==> src/rtl/ccs_pkg.sv <==
`default_nettype none
package ccs_pkg;

   // number of channels tracked in the busy map
   localparam int CHANNELS = 256;
   // channel index and run length widths
   localparam int CH_W  = (CHANNELS > 2) ? $clog2(CHANNELS) : 1;
   localparam int LEN_W = $clog2(CHANNELS + 1);

   // fixed field widths on the ports
   localparam int CHAN_FIELD_W = 8;
   localparam int RUN_FIELD_W  = 9;
   localparam int REQ_DATA_W   = 16;
   localparam int RSP_DATA_W   = 24;

   // request kinds carried on req_tuser
   localparam logic REQ_SAMPLE   = 1'b0;
   localparam logic REQ_EVALUATE = 1'b1;

   typedef enum logic [1:0] {
      ST_IDLE,
      ST_SCAN,
      ST_DRAIN,
      ST_FINISH
   } state_type;

   // busy map port controls
   typedef struct packed {
      logic            wr_en;
      logic            wr_busy;
      logic [CH_W-1:0] wr_addr;
      logic [CH_W-1:0] rd_addr;
   } map_ctl_type;

   // run unit controls
   typedef struct packed {
      logic            clear;
      logic            step;
      logic            busy;
      logic [CH_W-1:0] idx;
   } run_ctl_type;

endpackage
`default_nettype wire

==> src/rtl/clear_channel_selector_top.sv <==
`default_nettype none
// Clear channel selector. A sample transfer (req_tuser = 0) updates the busy
// mark of one channel: first_burst clears the mark, a busy assessment
// (channel_clear = 0) then sets it; channels at or beyond the channel count
// are ignored. An evaluate transfer (req_tuser = 1) walks the busy map one
// channel per cycle through a single run-length/compare unit and returns one
// result transfer: the middle channel of the first longest run of free
// channels (run end minus half its length) and that length, or channel 0 with
// none_free set when every channel is busy. An evaluation holds req_tready
// low through the map walk, the drain of the registered map read and the
// result load, and longer if the previous result has not been taken yet.
// Samples are still taken while a result waits in the output register. After
// reset the map reads all free; no clearing pass is needed.
module clear_channel_selector_top (
   input  wire                                clock,
   input  wire                                reset,
   // req_tdata: [7:0] channel, [8] first_burst, [9] channel_clear, rest zero
   input  wire  [ccs_pkg::REQ_DATA_W-1:0]     req_tdata,
   // req_tuser: [0] req_type
   input  wire                                req_tuser,
   input  wire                                req_tvalid,
   output logic                               req_tready,
   // rsp_tdata: [7:0] best_channel, [16:8] longest_run, rest zero
   output logic [ccs_pkg::RSP_DATA_W-1:0]     rsp_tdata,
   // rsp_tuser: [0] none_free
   output logic                               rsp_tuser,
   output logic                               rsp_tvalid,
   input  wire                                rsp_tready
);
   import ccs_pkg::*;

   state_type state_ff, state_in;
   logic [CH_W-1:0] cnt_ff, cnt_in;
   logic            stg_vld_ff;
   logic [CH_W-1:0] stg_idx_ff;

   logic                  rsp_valid_ff, rsp_valid_in;
   logic [RSP_DATA_W-1:0] rsp_data_ff, rsp_data_in;
   logic                  rsp_user_ff, rsp_user_in;

   map_ctl_type map_ctl;
   run_ctl_type run_ctl;
   logic        rd_busy;
   logic [LEN_W-1:0] best_len;
   logic [CH_W-1:0]  best_end;

   // decoded request fields
   logic [CHAN_FIELD_W-1:0] req_channel;
   logic                    req_first;
   logic                    req_clear;
   logic                    req_fire;
   logic                    in_range;
   logic                    slot_free;
   logic                    load_rsp;
   logic [LEN_W-1:0]        mid_chan;

   assign req_channel = req_tdata[CHAN_FIELD_W-1:0];
   assign req_first   = req_tdata[CHAN_FIELD_W];
   assign req_clear   = req_tdata[CHAN_FIELD_W+1];
   assign req_fire    = req_tvalid & req_tready;
   assign in_range    = {1'b0, req_channel} < (CHAN_FIELD_W+1)'(CHANNELS);
   assign slot_free   = !rsp_valid_ff || rsp_tready;

   // next state
   always_comb begin
      state_in = state_ff;
      case (state_ff)
         ST_IDLE: begin
            if (req_fire && (req_tuser == REQ_EVALUATE)) begin
               state_in = ST_SCAN;
            end
         end
         ST_SCAN: begin
            if (cnt_ff == CH_W'(CHANNELS - 1)) begin
               state_in = ST_DRAIN;
            end
         end
         ST_DRAIN: begin
            state_in = ST_FINISH;
         end
         ST_FINISH: begin
            if (slot_free) begin
               state_in = ST_IDLE;
            end
         end
         default: begin
            state_in = ST_IDLE;
         end
      endcase
   end

   // sequencer outputs
   always_comb begin
      req_tready      = 1'b0;
      cnt_in          = cnt_ff;
      load_rsp        = 1'b0;
      map_ctl.wr_en   = 1'b0;
      map_ctl.wr_busy = !req_clear;
      map_ctl.wr_addr = req_channel[CH_W-1:0];
      map_ctl.rd_addr = cnt_ff;
      run_ctl.clear   = 1'b0;
      run_ctl.step    = stg_vld_ff;
      run_ctl.busy    = rd_busy;
      run_ctl.idx     = stg_idx_ff;
      case (state_ff)
         ST_IDLE: begin
            req_tready = 1'b1;
            cnt_in     = '0;
            if (req_fire && (req_tuser == REQ_EVALUATE)) begin
               run_ctl.clear = 1'b1;
            end
            // a clear sample without first_burst leaves the mark alone
            if (req_fire && (req_tuser == REQ_SAMPLE) && in_range &&
                (req_first || !req_clear)) begin
               map_ctl.wr_en = 1'b1;
            end
         end
         ST_SCAN: begin
            cnt_in = cnt_ff + CH_W'(1);
         end
         ST_DRAIN: begin
            cnt_in = '0;
         end
         ST_FINISH: begin
            load_rsp = slot_free;
         end
         default: begin
            cnt_in = '0;
         end
      endcase
   end

   ccs_map u_map (
      .clock   (clock),
      .reset   (reset),
      .ctl     (map_ctl),
      .rd_busy (rd_busy)
   );

   ccs_run u_run (
      .clock    (clock),
      .reset    (reset),
      .ctl      (run_ctl),
      .best_len (best_len),
      .best_end (best_end)
   );

   // middle of the winning run
   assign mid_chan = LEN_W'(best_end) - (best_len >> 1);

   // output register
   always_comb begin
      rsp_valid_in = rsp_valid_ff;
      rsp_data_in  = rsp_data_ff;
      rsp_user_in  = rsp_user_ff;
      if (rsp_valid_ff && rsp_tready) begin
         rsp_valid_in = 1'b0;
      end
      if (load_rsp) begin
         rsp_valid_in = 1'b1;
         if (best_len == '0) begin
            rsp_data_in = '0;
            rsp_user_in = 1'b1;
         end else begin
            rsp_data_in = {(RSP_DATA_W-CHAN_FIELD_W-RUN_FIELD_W)'(0),
                           RUN_FIELD_W'(best_len),
                           CHAN_FIELD_W'(mid_chan)};
            rsp_user_in = 1'b0;
         end
      end
   end

   always_ff @(posedge clock) begin
      if (reset) begin
         state_ff     <= ST_IDLE;
         cnt_ff       <= '0;
         stg_vld_ff   <= 1'b0;
         rsp_valid_ff <= 1'b0;
      end else begin
         state_ff     <= state_in;
         cnt_ff       <= cnt_in;
         stg_vld_ff   <= (state_ff == ST_SCAN);
         rsp_valid_ff <= rsp_valid_in;
      end
   end

   always_ff @(posedge clock) begin
      stg_idx_ff  <= cnt_ff;
      rsp_data_ff <= rsp_data_in;
      rsp_user_ff <= rsp_user_in;
   end

   assign rsp_tvalid = rsp_valid_ff;
   assign rsp_tdata  = rsp_data_ff;
   assign rsp_tuser  = rsp_user_ff;

   // none_free results carry all-zero data
   a_none_free_zero: assert property (@(posedge clock) disable iff (reset)
      (rsp_tvalid && rsp_tuser) |-> (rsp_tdata == '0))
      else $error("none_free result with nonzero data");

   // a found run has a length within the channel count
   a_run_len: assert property (@(posedge clock) disable iff (reset)
      (rsp_tvalid && !rsp_tuser) |->
         ((rsp_tdata[CHAN_FIELD_W+RUN_FIELD_W-1:CHAN_FIELD_W] != '0) &&
          (rsp_tdata[CHAN_FIELD_W+RUN_FIELD_W-1:CHAN_FIELD_W] <=
           RUN_FIELD_W'(CHANNELS))))
      else $error("longest_run out of range");

   // reported channel lies inside the map
   a_chan_range: assert property (@(posedge clock) disable iff (reset)
      (rsp_tvalid && !rsp_tuser) |->
         ({1'b0, rsp_tdata[CHAN_FIELD_W-1:0]} < (CHAN_FIELD_W+1)'(CHANNELS)))
      else $error("best_channel out of range");

   // an evaluate transfer starts the walk and blocks input
   a_eval_blocks: assert property (@(posedge clock) disable iff (reset)
      (req_tvalid && req_tready && (req_tuser == REQ_EVALUATE)) |=> !req_tready)
      else $error("input accepted during evaluation");

endmodule
`default_nettype wire

==> src/rtl/ccs_map.sv <==
`default_nettype none
module ccs_map (
   input  wire                clock,
   input  wire                reset,
   input  wire ccs_pkg::map_ctl_type ctl,
   output logic               rd_busy
);
   import ccs_pkg::*;

   logic                busy_mem [CHANNELS];
   logic [CHANNELS-1:0] valid_ff;
   logic [CHANNELS-1:0] valid_in;
   logic                mem_rd_ff;
   logic                valid_rd_ff;

   // per-entry valid bits stand in for clearing the map at reset
   always_comb begin
      valid_in = valid_ff;
      if (ctl.wr_en) begin
         valid_in[ctl.wr_addr] = 1'b1;
      end
   end

   always_ff @(posedge clock) begin
      if (reset) begin
         valid_ff <= '0;
      end else begin
         valid_ff <= valid_in;
      end
   end

   always_ff @(posedge clock) begin
      if (ctl.wr_en) begin
         busy_mem[ctl.wr_addr] <= ctl.wr_busy;
      end
      mem_rd_ff   <= busy_mem[ctl.rd_addr];
      valid_rd_ff <= valid_ff[ctl.rd_addr];
   end

   assign rd_busy = mem_rd_ff & valid_rd_ff;

endmodule
`default_nettype wire

==> src/rtl/ccs_run.sv <==
`default_nettype none
module ccs_run (
   input  wire                       clock,
   input  wire                       reset,
   input  wire ccs_pkg::run_ctl_type ctl,
   output logic [ccs_pkg::LEN_W-1:0] best_len,
   output logic [ccs_pkg::CH_W-1:0]  best_end
);
   import ccs_pkg::*;

   logic [LEN_W-1:0] run_ff, run_in;
   logic [LEN_W-1:0] best_len_ff, best_len_in;
   logic [CH_W-1:0]  best_end_ff, best_end_in;
   logic [LEN_W-1:0] run_next;

   // one channel per step: extend or break the current run, keep first maximum
   always_comb begin
      run_next    = ctl.busy ? '0 : run_ff + LEN_W'(1);
      run_in      = run_ff;
      best_len_in = best_len_ff;
      best_end_in = best_end_ff;
      if (ctl.clear) begin
         run_in      = '0;
         best_len_in = '0;
         best_end_in = '0;
      end else if (ctl.step) begin
         run_in = run_next;
         if (run_next > best_len_ff) begin
            best_len_in = run_next;
            best_end_in = ctl.idx;
         end
      end
   end

   always_ff @(posedge clock) begin
      if (reset) begin
         run_ff      <= '0;
         best_len_ff <= '0;
         best_end_ff <= '0;
      end else begin
         run_ff      <= run_in;
         best_len_ff <= best_len_in;
         best_end_ff <= best_end_in;
      end
   end

   assign best_len = best_len_ff;
   assign best_end = best_end_ff;

endmodule
`default_nettype wire

==> config.mk <==
export PLATFORM = sky130hd
export DESIGN_NAME = clear_channel_selector_top
export DESIGN_NICKNAME = d
export VERILOG_FILES = /design/src/rtl/ccs_pkg.sv /design/src/rtl/clear_channel_selector_top.sv /design/src/rtl/ccs_map.sv /design/src/rtl/ccs_run.sv
export SDC_FILE = /design/constraint.sdc
export NUM_CORES = 1
export LEC_CHECK = 0
export ABC_AREA = 1
export BUFFER_PORTS_ARGS = -buffer_cell sky130_fd_sc_hd__buf_2
export CORE_AREA = 10 10 331 333
export CTS_BUF_LIST = sky130_fd_sc_hd__clkbuf_16
export CTS_CLUSTER_SIZE = 12
export DETAILED_ROUTE_END_ITERATION = 16
export DIE_AREA = 0 0 341 343
export HOLD_SLACK_MARGIN = 0.12
export PLACE_DENSITY = 0.43
export SLEW_MARGIN = 20
export SYNTH_ARGS = -nofsm -noshare
export SYNTH_HDL_FRONTEND = slang
export SYNTH_SLANG_ARGS = --single-unit
==> constraint.sdc <==
create_clock -name clock -period 5.5 [get_ports clock]
set_input_delay 0.275 -clock clock [delete_from_list [all_inputs] [get_ports clock]]
set_output_delay 0.275 -clock clock [all_outputs]
set_load 0.02 [all_outputs]
==> flow_metrics.py, run 1 <==
metrics = {
    "finish": {
        "fillers": 11310,
        "fin_nets": 3193,
        "antennaDiodeCount": 0,
        "stdcell_count": 4584,
        "final_util": 0.2816,
        "drive_above_1_share": 0.06898,
        "area_delta_synth_final_pct": 13.75,
    },
    "global_routing": {
        "grt_pass1_vias": 19300,
        "overflow": 0,
        "antenna_found_initial": 2,
        "grt.total_usage": 0.1302,
        "grt_pass1_wl_um": 117900,
        "grt_max_degree": 166,
    },
    "clock_network": {
        "postCtsHoldBufs": 3,
        "cts_tree": "yes",
        "root_buffer": "clkbuf_16",
        "cts_sinks": 578,
        "clockBufferDepth": 3,
        "post_cts_resized": 0,
        "post_cts.repair.setup_buffers": 0,
        "cts.htree.levels": 3,
        "clk_pin_slew_ns": 0.06,
        "numCtsBuffers": 69,
        "clk_latency_ns": 0.61,
    },
    "run": {
        "cap_violations": 0,
    },
    "floorplan": {
        "ioPinCount": 48,
        "design.core.area_um2": 102900,
        "std_cell_rows": 118,
        "initial_core_util": 0.2476,
        "die_w_um": 341,
        "dieArea_um2": 117000,
        "die-height_um": 343,
    },
    "place": {
        "place_inst": 4454,
        "port_buffers": 34,
        "dp_hpwl_um": 44190,
        "gp_congestion": 0.7461,
    },
    "route": {
        "vias_per_cell": 4.354,
        "wl_per_cell_um": 16.94,
        "drt_iter0_drc": 1453,
        "dr_wl_met3_um": 2855,
        "top_layer": "met4",
        "antenna_left": 0,
        "wl_met1_um": 37380,
        "vias": 19960,
        "first_pass_iters": 5,
        "drcViolationCount": 0,
        "wl_um": 77640,
        "wl_met2_um": 35520,
    },
    "synth": {
        "ys_seq_area_frac": 0.5618,
        "ys_ff_latch": 578,
        "syn_area_um2": 25480,
        "yosys_warnings": 0,
        "async_reset_ff_frac": 0,
        "syn-instance-count": 3183,
        "synth_edf_count": 274,
        "ys_types": 42,
        "avgSynthCellArea_um2": 8.004,
        "synthFlopType": "dfxtp_1",
    },
    "pwr": {
        "clkPwrFrac": 0.355,
        "p_leak_nw": 10.91,
        "p_int_mw": 7.789,
        "p_sw_frac": 0.3403,
        "finalPower_mw": 11.81,
        "combPwrFrac": 0.241,
        "power_density_nw_per_um2": 407.4,
        "p_switching_mw": 4.018,
        "p_seq_frac": 0.404,
        "irDropWorstVdd_v": 0.0003627,
    },
    "status": {
        "status": "complete, no violations",
    },
    "critical_path": {
        "critical_path.slowest_cell": "o221ai_2",
        "cp_max_fo": 15,
        "endpoint_kind": "flop",
        "crit_path_frequent_cell": "nor2_1",
        "cp_slowest_stage_delay_ns": 0.63,
        "crit_required_ns": 6.04,
        "critical_path_class": "flop to flop",
        "critPathLaunchType": "flop",
        "crit_path_cell_trace": "ha_1, nand2_1, inv_1, nand3_1, inv_1, nand3_1, nor2_1, o21ai_0, a21oi_1, ha_1, nand4_1, o221ai_2, nand2_1, inv_2, nor2_1, nor2_1",
        "timing.critical_path.arrival_ns": 3.89,
    },
    "timing": {
        "post-route-period-util": 0.6085,
        "finalCriticalPeriod_ns": 3.347,
        "slew_headroom": 0.2132,
        "worst_pin_slew_ns": 1.180,
        "hold_violations": 0,
        "rsz0062_at_grt": "no",
        "drv_slew": 0,
        "finalSetupViolations": 0,
        "fin_setup_tns_ns": 0,
        "skew_ns": 0.01885,
        "fmax_mhz": 298.8,
    },
    "hold_path": {
        "min_path_type": "primary input to flop",
    },
}
## flip-flops by register name, indices dropped and copies added (netlist names)
name	cells
rsp_tvalid	1
u_run.best_len	9
rsp_tuser	1
u_map.mem_rd_ff	1
stg_idx_ff	8
u_map.busy_mem	256
stg_vld_ff	1
u_run.best_end	8
rsp_tdata	17
state_ff	2
u_map.valid_ff	256
u_run.run_ff	9
cnt_ff	8
u_map.valid_rd_ff	1
## power groups by stage
stage	Combinational (mW)	Sequential (mW)	Clock, mW
floorplan	2.13	4.77	0
global placement	2.89	4.87	0
detailed placement	2.87	4.87	0
CTS	2.88	4.77	4.33
global route	3.25	4.79	4.50
finish	2.84	4.77	4.20
## layer usage
layer / vias up / track usage
li1: 10010 / -
met1: 9476 / 0.1741
met2: 350 / 0.2175
met3: 123 / 0.02014
met4: 0 / 0.03389
met5: - / 0
## layout by cell type (no fill, tap or decap), types with 7 or more instances in the layout
cell type  count
clkinv_2      10
buf_2         33
nand2_1      548
clkinv_1      24
buf_4         35
o21ai_0      133
o21a_1        15
a21oi_1       49
nand3_1      220
edfxtp_1     274
ha_1          23
dfxtp_1      301
nor3_1        13
nor2_2        31
inv_1        275
nor2_1      1054
conb_1         7
clkbuf_16     72
o211ai_1      16
## worst max-delay path: cells and delay by family, from the launching register on
family                   cells  cell delay [ns]
buffers and inverters        3             0.50
AND/OR/NAND/NOR              8             1.04
adder cells (fa/ha/maj)      2             0.40
flip-flops                   1             0.37
AO/OA/AOI/OAI                3             1.00
## cell usage after synthesis (3+ instances only)
cell | number | area share
o211ai_1 | 16 | 0.0047
a211oi_1 | 3 | 0.00088
nand2_2 | 5 | 0.0012
nor3b_1 | 3 | 0.00088
nand4_1 | 5 | 0.0012
nand2_1 | 548 | 0.081
ha_1 | 23 | 0.011
and3_1 | 3 | 0.00074
nor2_1 | 1054 | 0.16
nand3_1 | 220 | 0.043
buf_4 | 11 | 0.0032
dfxtp_1 | 304 | 0.24
buf_1 | 14 | 0.0021
buf_6 | 4 | 0.0018
nand4_4 | 6 | 0.0050
o21ai_0 | 133 | 0.026
o21a_1 | 15 | 0.0044
o21bai_1 | 3 | 0.00088
nor2_2 | 32 | 0.0079
edfxtp_1 | 274 | 0.32
buf_2 | 74 | 0.015
clkbuf_1 | 84 | 0.012
clkinv_1 | 5 | 0.00074
a21oi_1 | 50 | 0.0098
inv_1 | 257 | 0.038
nor3_1 | 13 | 0.0026
## final cells by class
cell class / count / area (um2) / share of cell area
clock buffers: 72 / 1802 / 0.06217
clock inverters: 55 / 254.0 / 0.008764
inverters: 264 / 1006 / 0.03471
multi-input cells: 2160 / 9339 / 0.3222
flip-flops and latches: 578 / 14320 / 0.4942
well taps: 1380 / 1727 / 0.05958
repair buffers: 75 / 531.8 / 0.01835
## per-stage QoR
step	worst slack (ns)	hold WS (ns)	area [um2]
2_1_floorplan	0.8735	0.3258	25500
3_3_place_gp	2.209	0.3751	26900
3_5_place_dp	2.184	0.3790	26900
4_1_cts	2.152	0.1303	28980
5_1_grt	1.744	0.1453	28980
6_report	2.153	0.1583	28980
## path summary, 6_finish.rpt
| path | startpoint | end | slack (ns) | cells past startpoint |
|---|---|---|---|---|
| min reg2reg | cnt_ff[5] | stg_idx_ff[5] | 0.39 | 0 |
| max | u_run.run_ff[0] | u_run.best_len[3] | 2.15 | 16 |
| min | reset | u_map.valid_ff[0] | 0.16 | 2 |
| max reg2reg | u_run.run_ff[0] | u_run.best_len[3] | 2.15 | 16 |
## logic make-up after synthesis
kind of cell | after synthesis | synth area share
AOI/OAI and AO/OA | 229 | 0.04940
xor gates and xnor gates | 1 | 0.0003438
adders and majority gates | 24 | 0.01208
buffers and inverters | 451 | 0.07288
DFF | 578 | 0.5618
muxes | 1 | 0.0003929
other | 1 | 0.0001472
and+or+nand+nor | 1898 | 0.3030
Power figures use the tool's default switching activity.
==> inputs of run 2 (changes only) <==
==> constraint.sdc (replaced) <==
create_clock -name clock -period 3.3 [get_ports clock]
set_input_delay 0.165 -clock clock [delete_from_list [all_inputs] [get_ports clock]]
set_output_delay 0.165 -clock clock [all_outputs]
set_load 0.02 [all_outputs]
==> run 2 against run 1 <==
Compared with the run above:
- sequential power rose by 64%
- cell count rose by 0.46%
- core utilization rose by 0.46 points
- total power rose by 73%
- die area did not move
- sequential share of layout area fell by 0.80 points
- routed wire length rose by 0.79%
- non-clock buffer count rose by 21
- critical path depth rose by 1
- global-route usage rose by 0.21 points
- via count rose by 0.66%
- sequential cell count did not move
==> flow_metrics.py, run 2 (same netlist as run 1, synthesis figures left out) <==
metrics = {
    "route": {
        "vias_per_cell": 4.362,
        "vias": 20090,
        "top_layer": "met5",
        "first_pass_iters": 5,
        "wl_per_cell_um": 16.99,
        "drt_iter0_drc": 1297,
        "dr_wl_met3_um": 3860,
        "wl_um": 78250,
        "wl_met1_um": 36930,
        "antenna_left": 0,
        "wl_met2_um": 35310,
        "drcViolationCount": 0,
    },
    "run": {
        "cap_violations": 0,
    },
    "floorplan": {
        "dieArea_um2": 117000,
        "die_w_um": 341,
        "design.core.area_um2": 102900,
        "std_cell_rows": 118,
        "initial_core_util": 0.2476,
        "ioPinCount": 48,
        "die-height_um": 343,
    },
    "global_routing": {
        "grt_pass1_vias": 19620,
        "overflow": 0,
        "grt_max_degree": 144,
        "grt.total_usage": 0.1323,
        "grt_pass1_wl_um": 120100,
        "antenna_found_initial": 6,
    },
    "place": {
        "gp_congestion": 0.7782,
        "port_buffers": 34,
        "post-place-ws_ns": 0.5636,
        "postPlaceCellArea_um2": 27190,
        "dp_hpwl_um": 46010,
    },
    "clock_network": {
        "numCtsBuffers": 70,
        "cts_sinks": 578,
        "clk_pin_slew_ns": 0.06,
        "cts.htree.levels": 3,
        "clk_latency_ns": 0.62,
        "root_buffer": "clkbuf_16",
        "clockBufferDepth": 3,
        "cts_tree": "yes",
    },
    "timing": {
        "slew_headroom": 0.2859,
        "worst_pin_slew_ns": 1.070,
        "post-route-period-util": 0.8240,
        "finalCriticalPeriod_ns": 2.719,
        "hold_violations": 0,
        "rsz0062_at_grt": "no",
        "skew_ns": 0.02919,
        "drv_slew": 0,
        "finalSetupViolations": 0,
        "fmax_mhz": 367.7,
        "worst_slack_ns": 0.5807,
        "fin_setup_tns_ns": 0,
    },
    "critical_path": {
        "timing.critical_path.arrival_ns": 3.22,
        "critPathLaunchType": "flop",
        "critical_path_class": "flop to flop",
        "endpoint_kind": "flop",
        "cp_max_fo": 14,
        "crit_required_ns": 3.81,
    },
    "pwr": {
        "p_switching_mw": 6.781,
        "power_density_nw_per_um2": 694.0,
        "p_seq_frac": 0.383,
        "clkPwrFrac": 0.368,
        "p_sw_frac": 0.3317,
        "irDropWorstVdd_v": 0.0003717,
        "p_leak_nw": 11.14,
        "combPwrFrac": 0.249,
        "p_int_mw": 13.66,
    },
    "finish": {
        "fillers": 11200,
        "drive_above_1_share": 0.07721,
        "largestRegisters": "u_map.busy_mem: 256 flops, u_map.valid_ff: 256 flops, rsp_tdata: 17 flops",
        "area_delta_synth_final_pct": 15.62,
        "ff_latch_area_um2": 14320,
        "final_common_cell": "nor2_1",
        "fin_nets": 3215,
        "design_area_um2": 29460,
        "antennaDiodeCount": 0,
        "multi_input_area_um2": 9339,
        "most-common-layout-cells": "nor2_1, nand2_1, dfxtp_1",
    },
    "status": {
        "status": "complete, no violations",
    },
    "hold_path": {
        "min_path_type": "primary input to flop",
    },
}
## run 2: cell types whose count changed in the layout (fill, tap and decap cells not counted), moves of 2 or more
| cell | before | now |
|---|---|---|
| clkinv_2 | 10 | 12 |
| buf_12 | 3 | 15 |
| clkinv_1 | 24 | 19 |
| inv_1 | 275 | 272 |
| buf_4 | 35 | 43 |
| bufinv_16 | 0 | 5 |
| clkbuf_16 | 72 | 74 |
## run 2: layout make-up
cell class | instances | area share
well taps | 1380 | 0.05862
clock inverters | 53 | 0.01266
repair buffers | 96 | 0.02859
multi-input cells | 2160 | 0.3170
clock buffers | 74 | 0.06286
inverters | 264 | 0.03402
flip-flops and latches | 578 | 0.4862
## run 2: routing by layer
layer,global-route usage,up-vias
met1,0.1743,9501
met5,0,-
li1,-,10060
met4,0.03942,8
met3,0.02593,132
met2,0.2177,387
## run 2: timing repair
| item | CTS | global route |
|---|---|---|
| hold endpoints to repair | 56 | 0 |
| gates resized for setup | 0 | 0 |
| buffers inserted | 0 | 0 |
| hold buffers | 4 | 0 |
## run 2: final timing paths
check | from | endpoint | slack, ns | depth (start not counted)
worst min-delay path | req_tdata[5] | u_map.busy_mem[180] | 0.29 | 3
worst max-delay path | u_run.run_ff[0] | u_run.best_end[5] | 0.58 | 17
worst min register to register | cnt_ff[3] | stg_idx_ff[3] | 0.37 | 0
worst max register to register | u_run.run_ff[0] | u_run.best_end[5] | 0.58 | 17
## run 2: through the flow
step	util	std cells	hold slack, ns	total power, mW
after floorplan	-	3189	0.3258	11.50
after global placement	0.2642	4474	0.3755	13.16
after detailed placement	0.2642	4474	0.3815	13.14
after CTS	0.2863	4605	0.2494	20.78
after global routing	0.2863	4605	0.2831	21.69
final	0.2863	4605	0.2859	20.44
## run 2: power by group through the flow
| stage | Clock (mW) | Combinational (mW) | Sequential, mW |
|---|---|---|---|
| floorplan | 0 | 3.55 | 7.94 |
| global placement | 0 | 5.17 | 7.99 |
| detailed placement | 0 | 5.16 | 7.99 |
| CTS | 7.75 | 5.19 | 7.83 |
| global route | 8.02 | 5.82 | 7.85 |
| finish | 7.53 | 5.08 | 7.83 |
## run 2: worst max-delay path: stages, from the launching register on
cell and delay, ns:
dfxtp_1 0.36, ha_1 0.18, nand2_1 0.07, inv_1 0.07, nand3_1 0.09, inv_1 0.08, nand3_1 0.09, nor2_1 0.13
o21ai_0 0.09, a21oi_1 0.24, ha_1 0.20, nand4_1 0.14, o31ai_1 0.23, inv_1 0.08, nand2_1 0.21, inv_2 0.17
nor2_1 0.13, nor2_1 0.05
==> inputs of run 3 (changes only) <==
--- a/config.mk
+++ b/config.mk
@@ -5,15 +5,15 @@
 export SDC_FILE = /design/constraint.sdc
 export NUM_CORES = 1
 export LEC_CHECK = 0
-export ABC_AREA = 1
+export ABC_AREA = 0
 export BUFFER_PORTS_ARGS = -buffer_cell sky130_fd_sc_hd__buf_2
-export CORE_AREA = 10 10 331 333
+export CORE_AREA = 10 10 321 323
 export CTS_BUF_LIST = sky130_fd_sc_hd__clkbuf_16
 export CTS_CLUSTER_SIZE = 12
 export DETAILED_ROUTE_END_ITERATION = 16
-export DIE_AREA = 0 0 341 343
+export DIE_AREA = 0 0 331 333
 export HOLD_SLACK_MARGIN = 0.12
-export PLACE_DENSITY = 0.43
+export PLACE_DENSITY = 0.45
 export SLEW_MARGIN = 20
 export SYNTH_ARGS = -nofsm -noshare
 export SYNTH_HDL_FRONTEND = slang
==> constraint.sdc (replaced) <==
create_clock -name clock -period 2.4 [get_ports clock]
set_input_delay 0.12 -clock clock [delete_from_list [all_inputs] [get_ports clock]]
set_output_delay 0.12 -clock clock [all_outputs]
set_load 0.02 [all_outputs]
==> run 3 against run 2 <==
Compared with the run above:
- the run now ends with negative setup slack left
- design area rose by 2.3%
- register-to-register slack worse by 0.70 ns
- worst hold slack lost 0.12 ns
- sequential cell count unchanged
- fmax is 7.8% higher
- sequential power up 34%
- via count fell by 15%
- synthesized cell count shrank 34%
- core utilization is 2.7 points higher
- critical path type unchanged
- largest power group unchanged
==> flow_metrics.py, run 3 <==
metrics = {
    "global_routing": {
        "antenna_found_initial": 5,
        "grt_pass1_wl_um": 108400,
        "overflow": 0,
        "grt.total_usage": 0.1290,
        "grt_pass1_vias": 17120,
        "grt_max_degree": 132,
    },
    "timing": {
        "hold_violations": 0,
        "drv_slew": 0,
        "skew_ns": 0.02725,
        "worst_slack_ns": -0.1216,
        "post-route-period-util": 1.051,
        "worst_pin_slew_ns": 0.7663,
        "slew_headroom": 0.4872,
        "hold_ws_ns": 0.1627,
        "fmax_mhz": 396.6,
        "finalSetupViolations": 19,
        "rsz0062_at_grt": "yes",
        "finalCriticalPeriod_ns": 2.522,
        "fin_setup_tns_ns": -1.730,
    },
    "clock_network": {
        "clk_latency_ns": 0.62,
        "cts.htree.levels": 3,
        "clk_pin_slew_ns": 0.06,
        "cts_sinks": 578,
        "numCtsBuffers": 66,
        "clockBufferDepth": 3,
        "cts_tree": "yes",
        "root_buffer": "clkbuf_16",
    },
    "place": {
        "place_inst": 3506,
        "dp_hpwl_um": 47650,
        "gp_congestion": 0.7972,
        "postPlaceCellArea_um2": 27340,
        "post-place-ws_ns": -0.2179,
        "port_buffers": 34,
    },
    "route": {
        "drt_iter0_drc": 1285,
        "wl_per_cell_um": 19.99,
        "wl_um": 73410,
        "drcViolationCount": 0,
        "vias_per_cell": 4.623,
        "vias": 16980,
        "first_pass_iters": 5,
        "antenna_left": 0,
    },
    "synth": {
        "synth_top_cell_by_area": "edfxtp_1",
        "syn-instance-count": 2099,
        "yosys-top-cells-area": "edfxtp_1, dfxtp_1, nor2_1",
        "ys_seq_area_frac": 0.5971,
        "synthFlopType": "dfxtp_1",
        "syn_area_um2": 23970,
        "synth_top_area_share": 0.3432,
        "async_reset_ff_frac": 0,
        "ys_types": 59,
        "yosysMostFrequentCell": "nor2_1",
        "ys_ff_latch": 578,
        "avgSynthCellArea_um2": 11.42,
        "synth_edf_count": 274,
        "yosys_warnings": 0,
        "yosys-top-cells-count": "nor2_1, dfxtp_1, edfxtp_1",
    },
    "finish": {
        "final_common_cell": "nor2_1",
        "multi_input_area_um2": 9215,
        "largestRegisters": "u_map.busy_mem: 256 flops, u_map.valid_ff: 256 flops, rsp_tdata: 17 flops",
        "ff_latch_area_um2": 14340,
        "drive_above_1_share": 0.2498,
        "design_area_um2": 30150,
        "fin_nets": 2386,
        "most-common-layout-cells": "nor2_1, dfxtp_1, edfxtp_1",
        "area_delta_synth_final_pct": 25.75,
        "fillers": 9747,
        "stdcell_count": 3672,
    },
    "pwr": {
        "p_seq_frac": 0.431,
        "combPwrFrac": 0.185,
        "clkPwrFrac": 0.385,
        "p_int_mw": 18.06,
        "p_leak_nw": 10.43,
        "irDropWorstVdd_v": 0.0003985,
        "power_density_nw_per_um2": 810.1,
        "p_switching_mw": 6.363,
        "p_sw_frac": 0.2605,
    },
    "critical_path": {
        "crit_path_cell_trace": "ha_4, nand2_4, nor2_4, xnor2_2, nor2_2, ha_4, a21o_1, a21oi_2, nor2b_4, o311ai_4, buf_6, mux2i_2, nor2_1",
        "crit_required_ns": 2.87,
        "endpoint_kind": "flop",
        "timing.critical_path.buf_inv": 1,
        "critical_path.slowest_cell": "dfxtp_4",
        "crit_path_frequent_cell": "ha_4",
        "timing.critical_path.arrival_ns": 3.00,
        "reg2reg_setup_slack_ns": -0.12,
        "critical_path_class": "flop to flop",
        "cp_top_family": "compound AO/OA/AOI/OAI gates",
        "cp_slowest_stage_delay_ns": 0.37,
        "critPathLaunchType": "flop",
        "cp_max_fo": 7,
    },
    "floorplan": {
        "die_w_um": 331,
        "std_cell_rows": 114,
        "dieArea_um2": 110200,
        "design.core.area_um2": 96280,
        "initial_core_util": 0.2490,
        "ioPinCount": 48,
        "die-height_um": 333,
    },
    "run": {
        "cap_violations": 0,
    },
    "status": {
        "status": "finished, violations left",
        "violations": "negative setup slack",
    },
    "hold_path": {
        "min_path_type": "primary input to flop",
    },
}
-- run 3: cell count changes after synthesis, moves of 28 or more --
cell / delta
nand2_1: -501
nor2_1: -335
inv_1: -240
nand3_1: -199
o21ai_0: -116
mux4_2: +107
a21oi_1: +102
mux2i_1: +72
buf_2: -57
nor2_2: -32
nor2b_1: +28
-- run 3: layer usage --
| metal | track usage | vias up | share of wire |
|---|---|---|---|
| li1 | - | 7886 | - |
| met1 | 0.1751 | 8552 | 0.46 |
| met2 | 0.2036 | 420 | 0.46 |
| met3 | 0.03044 | 111 | 0.058 |
| met4 | 0.03402 | 6 | 0.021 |
| met5 | 0 | - | 0.00052 |
-- run 3: worst reg2reg max path: stages (launching register included) --
cell and delay, ns:
dfxtp_4 0.37, ha_4 0.16, nand2_4 0.06, nor2_4 0.12, xnor2_2 0.09, nor2_2 0.16, ha_4 0.23, a21o_1 0.16
a21oi_2 0.17, nor2b_4 0.06, o311ai_4 0.32, buf_6 0.21, mux2i_2 0.22, nor2_1 0.05
-- run 3: cell families after synthesis --
kind of cell | share of synthesized area
xor+xnor | 0.005845
fa+ha+maj | 0.01284
buf+inv | 0.03314
simple gates | 0.1492
mux | 0.1415
flops | 0.5971
compound gates | 0.06023
other cells | 0.0001564
-- run 3: power groups by stage --
stage | registers (mW) | logic, mW | clock network [mW]
detailed placement | 10.7 | 3.80 | 0
CTS | 10.5 | 4.11 | 9.61
global route | 10.5 | 4.81 | 10.0
floorplan | 10.7 | 2.50 | 0
finish | 10.5 | 4.51 | 9.39
global placement | 10.7 | 3.78 | 0
-- run 3: layout make-up --
cell class | count | area share
inverter | 17 | 0.002241
clock inverter | 53 | 0.009753
multi-input combinational | 1362 | 0.3057
clock buffer | 68 | 0.05645
sequential | 578 | 0.4756
tap | 1276 | 0.05296
timing repair buffer | 316 | 0.09716
antenna | 2 | 0.0001660
-- run 3: path summary, 6_finish.rpt --
path | from | end | cells after the start
worst max-delay path | u_run.run_ff[0] | u_run.best_end[6] | 13
worst max register to register | u_run.run_ff[0] | u_run.best_end[6] | 13
worst min-delay path | req_tdata[2] | u_map.valid_ff[226] | 4
worst min register to register | u_map.valid_ff[84] | u_map.valid_ff[84] | 2
-- run 3: metrics by stage --
stage	power (mW)	utilization
2_1_floorplan	13.19	-
3_3_place_gp	14.47	0.2840
3_5_place_dp	14.50	0.2840
4_1_cts	24.21	0.3089
5_1_grt	25.36	0.3131
6_report	24.42	0.3131
-- run 3: what timing repair did --
action / CTS / global route
endpoints found under the setup margin: 27 / 54
gates cloned: 2 / 5
hold endpoints to repair: 37 / 0
setup buffers: 18 / 17
resized for setup: 38 / 51
hold buffers: 5 / 0
pin swaps: 8 / 20
